`src/rtl/frwl_pkg.sv`:
```
// Shared types and constants for the fair reader-writer lock manager.
// Holds request and result formats and queue sizes; depends on nothing.
`default_nettype none

package frwl_pkg;

    localparam int QUEUE_DEPTH = 16;
    localparam int MAX_CLIENTS = 64;
    localparam int REQ_Q_DEPTH = 2;

    localparam int QUEUE_AW = $clog2(QUEUE_DEPTH);
    localparam int FILL_W   = $clog2(QUEUE_DEPTH + 1);
    localparam int COUNT_W  = $clog2(MAX_CLIENTS + 1);
    localparam int RQ_AW    = $clog2(REQ_Q_DEPTH);
    localparam int RQ_CNT_W = $clog2(REQ_Q_DEPTH + 1);

    localparam int CMD_W    = 2;
    localparam int CLIENT_W = 6;
    localparam int S_DATA_W = 8;
    localparam int M_DATA_W = 16;

    typedef enum logic [1:0] {
        CMD_READ_LOCK    = 2'd0,
        CMD_WRITE_LOCK   = 2'd1,
        CMD_READ_UNLOCK  = 2'd2,
        CMD_WRITE_UNLOCK = 2'd3
    } t_cmd;

    typedef enum logic [1:0] {
        KIND_GRANTED  = 2'd0,
        KIND_QUEUED   = 2'd1,
        KIND_RELEASED = 2'd2,
        KIND_ERROR    = 2'd3
    } t_kind;

    typedef enum logic [1:0] {
        ERR_NONE       = 2'd0,
        ERR_QUEUE_FULL = 2'd1,
        ERR_NO_HOLDER  = 2'd2
    } t_err;

    typedef struct packed {
        t_cmd                cmd;
        logic [CLIENT_W-1:0] requester;
        logic                is_writer;
    } t_req;

    typedef struct packed {
        t_kind               kind;
        logic [CLIENT_W-1:0] client;
        logic                as_writer;
        t_err                error_code;
        logic [COUNT_W-1:0]  active_readers;
        logic                last;
    } t_result;

endpackage

`default_nettype wire

```
`src/rtl/frwl_front.sv`:
```
// Request front end: registers incoming words and classifies the command.
// Feeds the request queue; uses frwl_pkg.
`default_nettype none

module frwl_front (
    input  wire logic                          i_clk,
    input  wire logic                          i_rst_n,
    input  wire logic                          i_s_tvalid,
    output logic                               o_s_tready,
    input  wire logic [frwl_pkg::CMD_W-1:0]    i_s_cmd,
    input  wire logic [frwl_pkg::CLIENT_W-1:0] i_s_requester,
    output logic                               o_q_valid,
    input  wire logic                          i_q_ready,
    output frwl_pkg::t_req                     o_q_req
);
    import frwl_pkg::*;

    logic r_valid;
    t_req r_req;
    t_req n_req;

    always_comb begin
        n_req.cmd       = t_cmd'(i_s_cmd);
        n_req.requester = i_s_requester;
        n_req.is_writer = (n_req.cmd == CMD_WRITE_LOCK) || (n_req.cmd == CMD_WRITE_UNLOCK);
    end

    assign o_s_tready = !r_valid || i_q_ready;
    assign o_q_valid  = r_valid;
    assign o_q_req    = r_req;

    always_ff @(posedge i_clk) begin
        if (!i_rst_n) begin
            r_valid <= 1'b0;
        end else if (o_s_tready) begin
            r_valid <= i_s_tvalid;
        end
    end

    always_ff @(posedge i_clk) begin
        if (i_s_tvalid && o_s_tready) begin
            r_req <= n_req;
        end
    end

endmodule

`default_nettype wire

```
`src/rtl/frwl_req_queue.sv`:
```
// Short queue of classified requests between the front end and the lock engine.
// Uses frwl_pkg.
`default_nettype none

module frwl_req_queue (
    input  wire logic           i_clk,
    input  wire logic           i_rst_n,
    input  wire logic           i_push_valid,
    output logic                o_push_ready,
    input  wire frwl_pkg::t_req i_push_req,
    output logic                o_pop_valid,
    input  wire logic           i_pop,
    output frwl_pkg::t_req      o_pop_req
);
    import frwl_pkg::*;

    t_req                r_mem [REQ_Q_DEPTH];
    logic [RQ_AW-1:0]    r_wr;
    logic [RQ_AW-1:0]    r_rd;
    logic [RQ_CNT_W-1:0] r_cnt;
    logic                push;
    logic                pop;

    assign o_push_ready = (r_cnt != RQ_CNT_W'(REQ_Q_DEPTH));
    assign o_pop_valid  = (r_cnt != '0);
    assign o_pop_req    = r_mem[r_rd];
    assign push         = i_push_valid && o_push_ready;
    assign pop          = i_pop && o_pop_valid;

    always_ff @(posedge i_clk) begin
        if (!i_rst_n) begin
            r_wr  <= '0;
            r_rd  <= '0;
            r_cnt <= '0;
        end else begin
            if (push) begin
                r_wr <= (r_wr == RQ_AW'(REQ_Q_DEPTH - 1)) ? '0 : r_wr + 1'b1;
            end
            if (pop) begin
                r_rd <= (r_rd == RQ_AW'(REQ_Q_DEPTH - 1)) ? '0 : r_rd + 1'b1;
            end
            if (push && !pop) begin
                r_cnt <= r_cnt + 1'b1;
            end else if (pop && !push) begin
                r_cnt <= r_cnt - 1'b1;
            end
        end
    end

    always_ff @(posedge i_clk) begin
        if (push) begin
            r_mem[r_wr] <= i_push_req;
        end
    end

endmodule

`default_nettype wire

```
`src/rtl/frwl_engine.sv`:
```
// Lock engine: holds the lock state and waiter queue, and produces results.
// A run of woken readers is granted one per cycle while the output is free. Uses frwl_pkg.
`default_nettype none

module frwl_engine (
    input  wire logic           i_clk,
    input  wire logic           i_rst_n,
    input  wire logic           i_req_valid,
    input  wire frwl_pkg::t_req i_req,
    output logic                o_req_pop,
    output logic                o_out_valid,
    input  wire logic           i_out_ready,
    output frwl_pkg::t_result   o_result
);
    import frwl_pkg::*;

    typedef enum logic [1:0] {
        ST_IDLE = 2'b01,
        ST_WAKE = 2'b10
    } t_state;

    t_state              r_state, n_state;
    logic                r_busy, n_busy;
    logic [COUNT_W-1:0]  r_rc, n_rc;
    logic [QUEUE_AW-1:0] r_head, n_head;
    logic [FILL_W-1:0]   r_fill, n_fill;
    logic [CLIENT_W-1:0] r_wait_client [QUEUE_DEPTH];
    logic                r_wait_wr [QUEUE_DEPTH];
    logic                r_out_valid;
    t_result             r_out;

    t_result             res;
    logic                out_free;
    logic                fire;
    logic                push;
    logic                pop_req;
    logic                wake_go;
    logic [COUNT_W-1:0]  wake_base;
    logic [QUEUE_AW-1:0] tail;
    logic [QUEUE_AW-1:0] next_head;
    logic                next_is_reader;
    logic                q_full;
    logic [COUNT_W-1:0]  rc_inc;

    assign out_free       = !r_out_valid || i_out_ready;
    assign tail           = r_head + r_fill[QUEUE_AW-1:0];
    assign next_head      = r_head + 1'b1;
    assign next_is_reader = (r_fill > FILL_W'(1)) && !r_wait_wr[next_head];
    assign q_full         = (r_fill == FILL_W'(QUEUE_DEPTH));
    assign rc_inc         = (r_rc < COUNT_W'(MAX_CLIENTS)) ? r_rc + 1'b1 : r_rc;

    always_comb begin
        n_state   = r_state;
        n_busy    = r_busy;
        n_rc      = r_rc;
        n_head    = r_head;
        n_fill    = r_fill;
        push      = 1'b0;
        pop_req   = 1'b0;
        wake_go   = 1'b0;
        wake_base = '0;
        fire      = 1'b0;
        res.kind           = KIND_GRANTED;
        res.client         = i_req.requester;
        res.as_writer      = i_req.is_writer;
        res.error_code     = ERR_NONE;
        res.active_readers = r_rc;
        res.last           = 1'b1;

        unique case (r_state)
            ST_IDLE: begin
                if (i_req_valid && out_free) begin
                    pop_req = 1'b1;
                    fire    = 1'b1;
                    unique case (i_req.cmd)
                        CMD_READ_LOCK: begin
                            if (r_busy) begin
                                if (q_full) begin
                                    res.kind       = KIND_ERROR;
                                    res.error_code = ERR_QUEUE_FULL;
                                end else begin
                                    push     = 1'b1;
                                    res.kind = KIND_QUEUED;
                                end
                            end else begin
                                n_rc               = rc_inc;
                                res.active_readers = rc_inc;
                            end
                        end
                        CMD_WRITE_LOCK: begin
                            if (r_busy || (r_rc != '0)) begin
                                if (q_full) begin
                                    res.kind       = KIND_ERROR;
                                    res.error_code = ERR_QUEUE_FULL;
                                end else begin
                                    n_busy   = 1'b1;
                                    push     = 1'b1;
                                    res.kind = KIND_QUEUED;
                                end
                            end else begin
                                n_busy = 1'b1;
                            end
                        end
                        CMD_READ_UNLOCK: begin
                            if (r_rc == '0) begin
                                res.kind       = KIND_ERROR;
                                res.error_code = ERR_NO_HOLDER;
                            end else if ((r_rc == COUNT_W'(1)) && (r_fill != '0)) begin
                                wake_go = 1'b1;
                            end else begin
                                n_rc               = r_rc - 1'b1;
                                res.kind           = KIND_RELEASED;
                                res.active_readers = r_rc - 1'b1;
                            end
                        end
                        CMD_WRITE_UNLOCK: begin
                            if (!r_busy || (r_rc != '0)) begin
                                res.kind       = KIND_ERROR;
                                res.error_code = ERR_NO_HOLDER;
                            end else if (r_fill == '0) begin
                                n_busy   = 1'b0;
                                res.kind = KIND_RELEASED;
                            end else begin
                                wake_go = 1'b1;
                            end
                        end
                        default: begin
                            res.kind = KIND_ERROR;
                        end
                    endcase
                end
            end
            ST_WAKE: begin
                if (out_free) begin
                    fire      = 1'b1;
                    wake_go   = 1'b1;
                    wake_base = r_rc;
                end
            end
            default: begin
                n_state = ST_IDLE;
            end
        endcase

        if (push) begin
            n_fill = r_fill + 1'b1;
        end

        if (wake_go) begin
            n_head         = next_head;
            n_fill         = r_fill - 1'b1;
            res.kind       = KIND_GRANTED;
            res.client     = r_wait_client[r_head];
            res.error_code = ERR_NONE;
            if (r_wait_wr[r_head]) begin
                n_busy        = 1'b1;
                n_rc          = wake_base;
                res.as_writer = 1'b1;
                res.last      = 1'b1;
                n_state       = ST_IDLE;
            end else begin
                n_rc = (wake_base < COUNT_W'(MAX_CLIENTS)) ? wake_base + 1'b1 : wake_base;
                res.as_writer = 1'b0;
                if (next_is_reader) begin
                    res.last = 1'b0;
                    n_state  = ST_WAKE;
                end else begin
                    res.last = 1'b1;
                    n_state  = ST_IDLE;
                    if (r_fill == FILL_W'(1)) begin
                        n_busy = 1'b0;
                    end
                end
            end
            res.active_readers = n_rc;
        end
    end

    always_ff @(posedge i_clk) begin
        if (!i_rst_n) begin
            r_state     <= ST_IDLE;
            r_busy      <= 1'b0;
            r_rc        <= '0;
            r_head      <= '0;
            r_fill      <= '0;
            r_out_valid <= 1'b0;
        end else begin
            r_state <= n_state;
            r_busy  <= n_busy;
            r_rc    <= n_rc;
            r_head  <= n_head;
            r_fill  <= n_fill;
            if (out_free) begin
                r_out_valid <= fire;
            end
        end
    end

    always_ff @(posedge i_clk) begin
        if (push) begin
            r_wait_client[tail] <= i_req.requester;
            r_wait_wr[tail]     <= i_req.is_writer;
        end
        if (out_free && fire) begin
            r_out <= res;
        end
    end

    assign o_req_pop   = pop_req;
    assign o_out_valid = r_out_valid;
    assign o_result    = r_out;

endmodule

`default_nettype wire

```
`src/rtl/fair_reader_writer_lock.sv`:
```
// Top level of the fair reader-writer lock manager.
// Instantiates frwl_front, frwl_req_queue and frwl_engine; uses frwl_pkg.
//
//   Channel   Direction  tdata                                          tuser  tlast
//   s_axis    in         requester[5:0]                                 cmd    -
//   m_axis    out        client[5:0] as_writer[6] error_code[8:7]
//                        active_readers[15:9]                           kind   last
//
// A request gives one result word; an unlock that wakes a run of n readers gives n
// words, as the engine grants one reader per cycle while the output is not stalled.
// Requests pass the front-end register and request queue; results are registered.
// Reset is synchronous; the lock is free and the waiter queue empty afterward.
// A stalled output holds the engine; the request queue keeps accepting until full.
`default_nettype none

module fair_reader_writer_lock (
    input  wire logic                          i_clk,
    input  wire logic                          i_rst_n,
    input  wire logic                          i_s_axis_tvalid,
    output logic                               o_s_axis_tready,
    input  wire logic [frwl_pkg::S_DATA_W-1:0] i_s_axis_tdata,  // requester
    input  wire logic [frwl_pkg::CMD_W-1:0]    i_s_axis_tuser,  // cmd
    output logic                               o_m_axis_tvalid,
    input  wire logic                          i_m_axis_tready,
    // client, as_writer, error_code, active_readers
    output logic [frwl_pkg::M_DATA_W-1:0]      o_m_axis_tdata,
    output logic [1:0]                         o_m_axis_tuser,  // kind
    output logic                               o_m_axis_tlast
);
    import frwl_pkg::*;

    logic    fq_valid;
    logic    fq_ready;
    t_req    fq_req;
    logic    qe_valid;
    logic    qe_pop;
    t_req    qe_req;
    t_result result;

    frwl_front u_front (
        .i_clk         (i_clk),
        .i_rst_n       (i_rst_n),
        .i_s_tvalid    (i_s_axis_tvalid),
        .o_s_tready    (o_s_axis_tready),
        .i_s_cmd       (i_s_axis_tuser),
        .i_s_requester (i_s_axis_tdata[CLIENT_W-1:0]),
        .o_q_valid     (fq_valid),
        .i_q_ready     (fq_ready),
        .o_q_req       (fq_req)
    );

    frwl_req_queue u_queue (
        .i_clk        (i_clk),
        .i_rst_n      (i_rst_n),
        .i_push_valid (fq_valid),
        .o_push_ready (fq_ready),
        .i_push_req   (fq_req),
        .o_pop_valid  (qe_valid),
        .i_pop        (qe_pop),
        .o_pop_req    (qe_req)
    );

    frwl_engine u_engine (
        .i_clk       (i_clk),
        .i_rst_n     (i_rst_n),
        .i_req_valid (qe_valid),
        .i_req       (qe_req),
        .o_req_pop   (qe_pop),
        .o_out_valid (o_m_axis_tvalid),
        .i_out_ready (i_m_axis_tready),
        .o_result    (result)
    );

    assign o_m_axis_tdata = {result.active_readers, result.error_code,
                             result.as_writer, result.client};
    assign o_m_axis_tuser = result.kind;
    assign o_m_axis_tlast = result.last;

endmodule

`default_nettype wire

```
`config.mk`:
```
export PLATFORM = sky130hd
export DESIGN_NAME = fair_reader_writer_lock
export DESIGN_NICKNAME = d
export VERILOG_FILES = /design/src/rtl/frwl_pkg.sv /design/src/rtl/frwl_front.sv /design/src/rtl/frwl_req_queue.sv /design/src/rtl/frwl_engine.sv /design/src/rtl/fair_reader_writer_lock.sv
export SDC_FILE = /design/constraint.sdc
export NUM_CORES = 1
export LEC_CHECK = 0
export BUFFER_PORTS_ARGS = -buffer_cell sky130_fd_sc_hd__buf_4
export CAP_MARGIN = 25
export CORE_MARGIN = 3
export CORE_UTILIZATION = 60
export CTS_BUF_LIST = sky130_fd_sc_hd__clkbuf_2 sky130_fd_sc_hd__clkbuf_4 sky130_fd_sc_hd__clkbuf_8
export CTS_CLUSTER_DIAMETER = 120
export DETAILED_ROUTE_END_ITERATION = 8
export PLACE_DENSITY = 0.77
export RECOVER_POWER = 25
export SLEW_MARGIN = 20
export SYNTH_ARGS = -nofsm -noshare
export SYNTH_HDL_FRONTEND = slang
export SYNTH_HIERARCHICAL = 1
export SYNTH_SLANG_ARGS = --single-unit
```
`constraint.sdc`:
```
create_clock -name i_clk -period 3.97 [get_ports i_clk]
set_input_delay 0.1985 -clock i_clk [delete_from_list [all_inputs] [get_ports i_clk]]
set_output_delay 0.1985 -clock i_clk [all_outputs]
set_load 0.005 [all_outputs]
```
# Word level (Yosys, flattened, before mapping)
# Memories as Yosys holds them, arrays and structs flattened. A register that Yosys moved wholly into a read port is not among the register bits.
# Index checks and enable logic that the tools add are counted.
op_classes:
  n_addsub: 11
  magnitude_cmp: 3
  n_eq_ne: 12
  n_mux: 80
  bitwise_logic: 3
  n_reduce_logical: 34
op_table:
  columns: ["op", "n"]
  rows:
  - ["7-bit two-way mux", 11]
  - ["1-bit two-way mux", 36]
  - ["2-bit two-way mux", 16]
  - ["9-bit two-way mux", 2]
  - ["17-bit two-way mux", 1]
  - ["4-bit two-way mux", 4]
  - ["2-bit one-hot mux with 4 select lines", 2]
  - ["7-bit by 1-bit adder with 7-bit output (second input constant)", 2]
  - ["7-bit less-than comparator (second input constant)", 2]
  - ["7-bit one-hot mux with 2 select lines", 1]
  - ["5-bit two-way mux", 2]
  - ["1-bit one-hot mux with 2 select lines", 5]
  - ["2-bit nonzero test", 5]
  - ["1-bit logical AND", 9]
  - ["2-bit == test (second input constant)", 4]
  - ["7-bit by 1-bit == test with 1-bit output (second input constant)", 1]
  - ["7-bit zero test", 1]
  - ["7-bit nonzero test", 1]
  - ["7-bit by 1-bit subtractor with 7-bit output (second input constant)", 1]
  - ["2-bit by 1-bit == test with 1-bit output (second input constant)", 3]
  - ["1-bit zero test", 6]
  - ["5-bit by 1-bit adder with 5-bit output (second input constant)", 1]
  - ["5-bit by 1-bit == test with 1-bit output (second input constant)", 1]
  - ["5-bit == test (second input constant)", 1]
  - ["other kinds (17)", 25]
totals:
  regBits: 53
  ramBits: 130
  in_bits: 14
  out_inout_bits: 21
  word_cells: 165
  mem_count: 3
mem_list:
  columns: ["memory", "depth", "word_bits", "read_ports", "rd_clocked_by_memory_dff", "wr", "line_no", "rtl"]
  rows:
  - ["u_engine.r_wait_client", 16, 6, 1, 1, 1, "frwl_engine.sv:27", "logic [CLIENT_W-1:0] r_wait_client [QUEUE_DEPTH];"]
  - ["u_queue.r_mem", 2, 9, 1, 1, 1, "frwl_req_queue.sv:17", "t_req r_mem [REQ_Q_DEPTH];"]
  - ["u_engine.r_wait_wr", 16, 1, 2, 1, 1, "frwl_engine.sv:28", "logic r_wait_wr [QUEUE_DEPTH];"]

# Longest topological paths before layout
depth:
  word_depth: 10
  mapped_depth: 11
  mapped_depth_nobuf: 10

# Modules after synthesis
# The synthesis kept the hierarchy.
by_module_without_submodules:
  columns: ["module", "n_inst", "cells_each", "area_per_inst_um2", "seq_area_each_um2"]
  rows:
  - ["frwl_engine", 1, 522, 7318.3, 4414.2]
  - ["frwl_req_queue", 1, 52, 889.6, 640.6]
  - ["frwl_front", 1, 15, 331.6, 290.3]

# Least setup slack after synthesis
# Ideal clock, no wire load.
synth_path:
  kind: "register to register"
  from: "register u_engine.r_state[0]"
  to: "register u_engine.r_out (netlist bit u_engine/o_result[2]) (data pin)"
  setup_time_ns: 0.270
  arrival_ns: 2.438
  required_ns: 3.700
  slack_ns: 1.262
  path_stages_with_launch: 10
  n_path_buf: 3
  path_cell_list: "dfxtp_1 -> inv_1 -> ha_1 -> or3_1 -> inv_1 -> a31o_1 -> buf_6 -> buf_6 -> clkbuf_1 -> a21oi_1"
synth_lines:
  columns: ["element", "line_no", "rtl"]
  rows:
  - ["from (decl)", "frwl_engine.sv:22", "t_state r_state, n_state;"]
  - ["from (signal assigned)", "frwl_engine.sv:188", "r_state <= n_state;"]
  - ["to (signal assigned)", "frwl_engine.sv:205", "r_out <= res;"]
  - ["to (decl)", "frwl_engine.sv:30", "t_result r_out;"]

==> impl_metrics.tcl <==
set metrics [dict create \
    status "finished clean" \
    synth_edf_count 158 \
    cts_setup_buffers 0 \
    peakVddDrop_mv 0.366 \
    worst_pin_slew_ps 896 \
    pin_count 35 \
    drtAntennaViolNets 0 \
    worstSetupPathType "flip-flop to flip-flop" \
    grt_pass1_wl_mm 28.7 \
    cp_num_buf_inv 0 \
    initial_core_util_pct 63.0 \
    r2r_cells 5 \
    maxCapViolCount 0 \
    crit_path_end "u_engine/r_wait_client[4][5]" \
    critical-path-max-stage-delay_ps 590 \
    r2r_setup_slack_ps 520 \
    dr.pass1.iters 5 \
    clockPowerShare_pct 25.7 \
    worstPathRequired_ps 4060 \
    ys_ff_latch 188 \
    synth_ff_type "edfxtp_1" \
    path_clk_slew_ps 100 \
    dp_hpwl_mm 12.1 \
    fillers 925 \
    drtIter0Drc 631 \
    p_leak_nw 3.19 \
    fin_crit_sh_pct 87.0 \
    cts_root_buf "clkbuf_8" \
    r2r-end "u_engine/r_wait_client[4][5]" \
    die_y_um 125 \
    cp-end-kind "flip-flop" \
    dr.max_layer_used "met4" \
    ctsHtreeMaxLevel 4 \
    hold_viol_final 0 \
    tns_ps 0 \
    die_x_um 125 \
    setup_viol 0 \
    cellPowerDensity_nw_per_um2 544 \
    antenna_cells 0 \
    port_buffers 32 \
    yosys_warnings 6 \
    intPower_mw 3.58 \
    swShare_pct 30.3 \
    dr_wl_met2_mm 8.58 \
    place_ws_ps 647 \
    track_usage_pct 23.7 \
    maxSlewHeadroom_pct 40.2 \
    holdPathStages 3 \
    overflow 0 \
    cts_buffers 17 \
    worst-path-max-fanout 16 \
    arrival_ps 3540 \
    wl_per_cell_um 21.6 \
    drc 0 \
    cts_buffer_depth 2 \
    net-switching-power_mw 1.55 \
    grt_max_degree 34 \
    crit_family "simple AND/OR/NAND/NOR gates" \
    synth_cell_type_count 72 \
    drive_above_1_share_pct 19.6 \
    skew_ps 12.2 \
    dieArea_sq_um 15700 \
    power_mw 5.13 \
    min_path_type "input port to flip-flop" \
    synth-seq-area-share_pct 62.6 \
    drt-vias-per-instance 6.37 \
    cts_tree "built" \
    timing.fmax_ghz 0.290 \
    rsz0062_at_grt "no" \
    routed_wl_mm 17.7 \
    vias 5221 \
    final_nets 660 \
    gp_congestion 0.945 \
    cts_num_sinks 188 \
    drv_slew 0 \
    antenna_found_initial 0 \
    core_area_sq_um 13600 \
    grt_pass1_vias 5139 \
    critPathLaunchType "flip-flop" \
    area_delta_synth_final_pct 10.4 \
    fin_ws_ps 517 \
    cp_cell_sequence "mux2_2 -> nor3_1 -> nand3_1 -> or3_1 -> nor2_1" \
    synthArstFlopShare_pct 0 \
    synth_cells 589 \
    syn_area_per_cell_sq_um 14.5 \
    synth_nets 619 \
    pwr-share-seq_pct 50.6 \
    num_rows 42 \
    period_needed_ps 3450 \
    cp.depth 5 \
    netlist_area_sq_um 8540 \
    holdWs_ps 131 \
    cp_slowest_cell "nor2_1" \
    met1Wirelength_mm 7.40 \
    combPwrFrac_pct 23.7 \
    clk_latency_ps 460 \
    met3WireLength_mm 1.45 \
]
[flip-flops by register name, summed over array words and instances (netlist names), named ones only]
name	flops
u_queue/r_rd	1
u_engine/r_wait_wr	16
u_engine/r_rc	7
u_engine/o_out_valid	1
u_front/o_q_valid	1
u_queue/r_mem	18
u_engine/o_result	19
u_engine/r_wait_client	96
u_queue/r_cnt	2
u_queue/r_wr	1
u_engine/r_head	4
u_engine/r_state	2
u_engine/r_fill	5
u_engine/r_busy	1
u_front/o_q_req	9
[synth_stat cells (15+ instances only)]
master	n	share of area, %
edfxtp_1	158	56
clkbuf_1	17	0.75
dfxtp_1	30	7.0
mux4_2	37	9.8
nand2_1	42	1.8
nor3_1	17	1.0
nand3_1	15	0.88
nor2_1	42	1.8
ha_1	15	2.2
and2_1	17	1.2
[stage by stage]
stage	cell area (sq um)	util, %	cells
3_3_place_gp	8940	65.9	778
4_1_cts	9450	69.7	819
3_5_place_dp	8940	65.9	778
5_1_grt	9430	69.5	819
6_report	9430	69.5	819
2_1_floorplan	8540	-	589
[cell usage in the layout, fill, tap and decap left out, drive strengths merged, types with 12 or more instances in the layout]
master,count
edfxtp,158
clkbuf,45
nand2,42
nor2,42
mux4,37
dfxtp,30
and2,18
inv,18
nor3,17
buf,16
nand3,15
ha,15
o21ai,14
mux2i,13
a21oi,12
[layer usage]
layer	vias to the layer above	track usage, %
li1	2364	-
met3	22	6.10
met5	-	0
met2	244	37.0
met4	0	5.93
met1	2591	34.1
[cell type report]
| type | count | area [sq um] | share of cell area (%) |
|---|---|---|---|
| flip-flops and latches | 188 | 5350 | 56.7 |
| multi-input cells | 357 | 2980 | 31.6 |
| repair buffers | 53 | 413 | 4.38 |
| clock buffers | 17 | 234 | 2.48 |
| well taps | 176 | 220 | 2.34 |
| clock inverters | 15 | 186 | 1.98 |
| inverters | 13 | 48.8 | 0.518 |
[worst min path at each step]
stage / start / end / slack (ps)
finish: i_m_axis_tready / u_engine/o_out_valid / 130
global route: i_rst_n / u_engine/r_rc[0] / 120
CTS: i_m_axis_tready / u_engine/o_out_valid / 100
detailed placement: i_s_axis_tdata[2] / u_front/o_q_req[3] / 380
global placement: i_s_axis_tuser[1] / u_front/o_q_req[8] / 380
floorplan: i_s_axis_tdata[0] / u_front/o_q_req[1] / 300
[worst min-delay path, stage by stage]
cell and delay (ps):
buf_4 80, nand2b_1 170, a21boi_0 100
[power groups by stage]
stage                     combinational, mW  sequential (mW)  clock, mW
after floorplan                       0.815             2.60          0
after global placement                 1.20             2.63          0
after detailed placement               1.22             2.65          0
after CTS                              1.23             2.60       1.34
after global routing                   1.34             2.63       1.42
final                                  1.21             2.60       1.32
[logic make-up (layout without fill, tap and decap cells)]
kind of cell / count (synthesis) / after routing / synth area share [%]
muxes: 60 / 60 / 12.6
DFF: 188 / 188 / 62.6
xor gates and xnor gates: 13 / 13 / 1.33
buffers and inverters: 44 / 98 / 2.33
and+or+nand+nor: 182 / 182 / 11.0
AOI/OAI and AO/OA: 86 / 86 / 7.72
adders and majority gates: 16 / 16 / 2.43
[timing repair]
item,in CTS,in global routing
gates resized for setup,0,0
hold buffers,9,0
endpoints found under the hold margin,10,0
No activity file was read; power rests on OpenSTA's default activity.
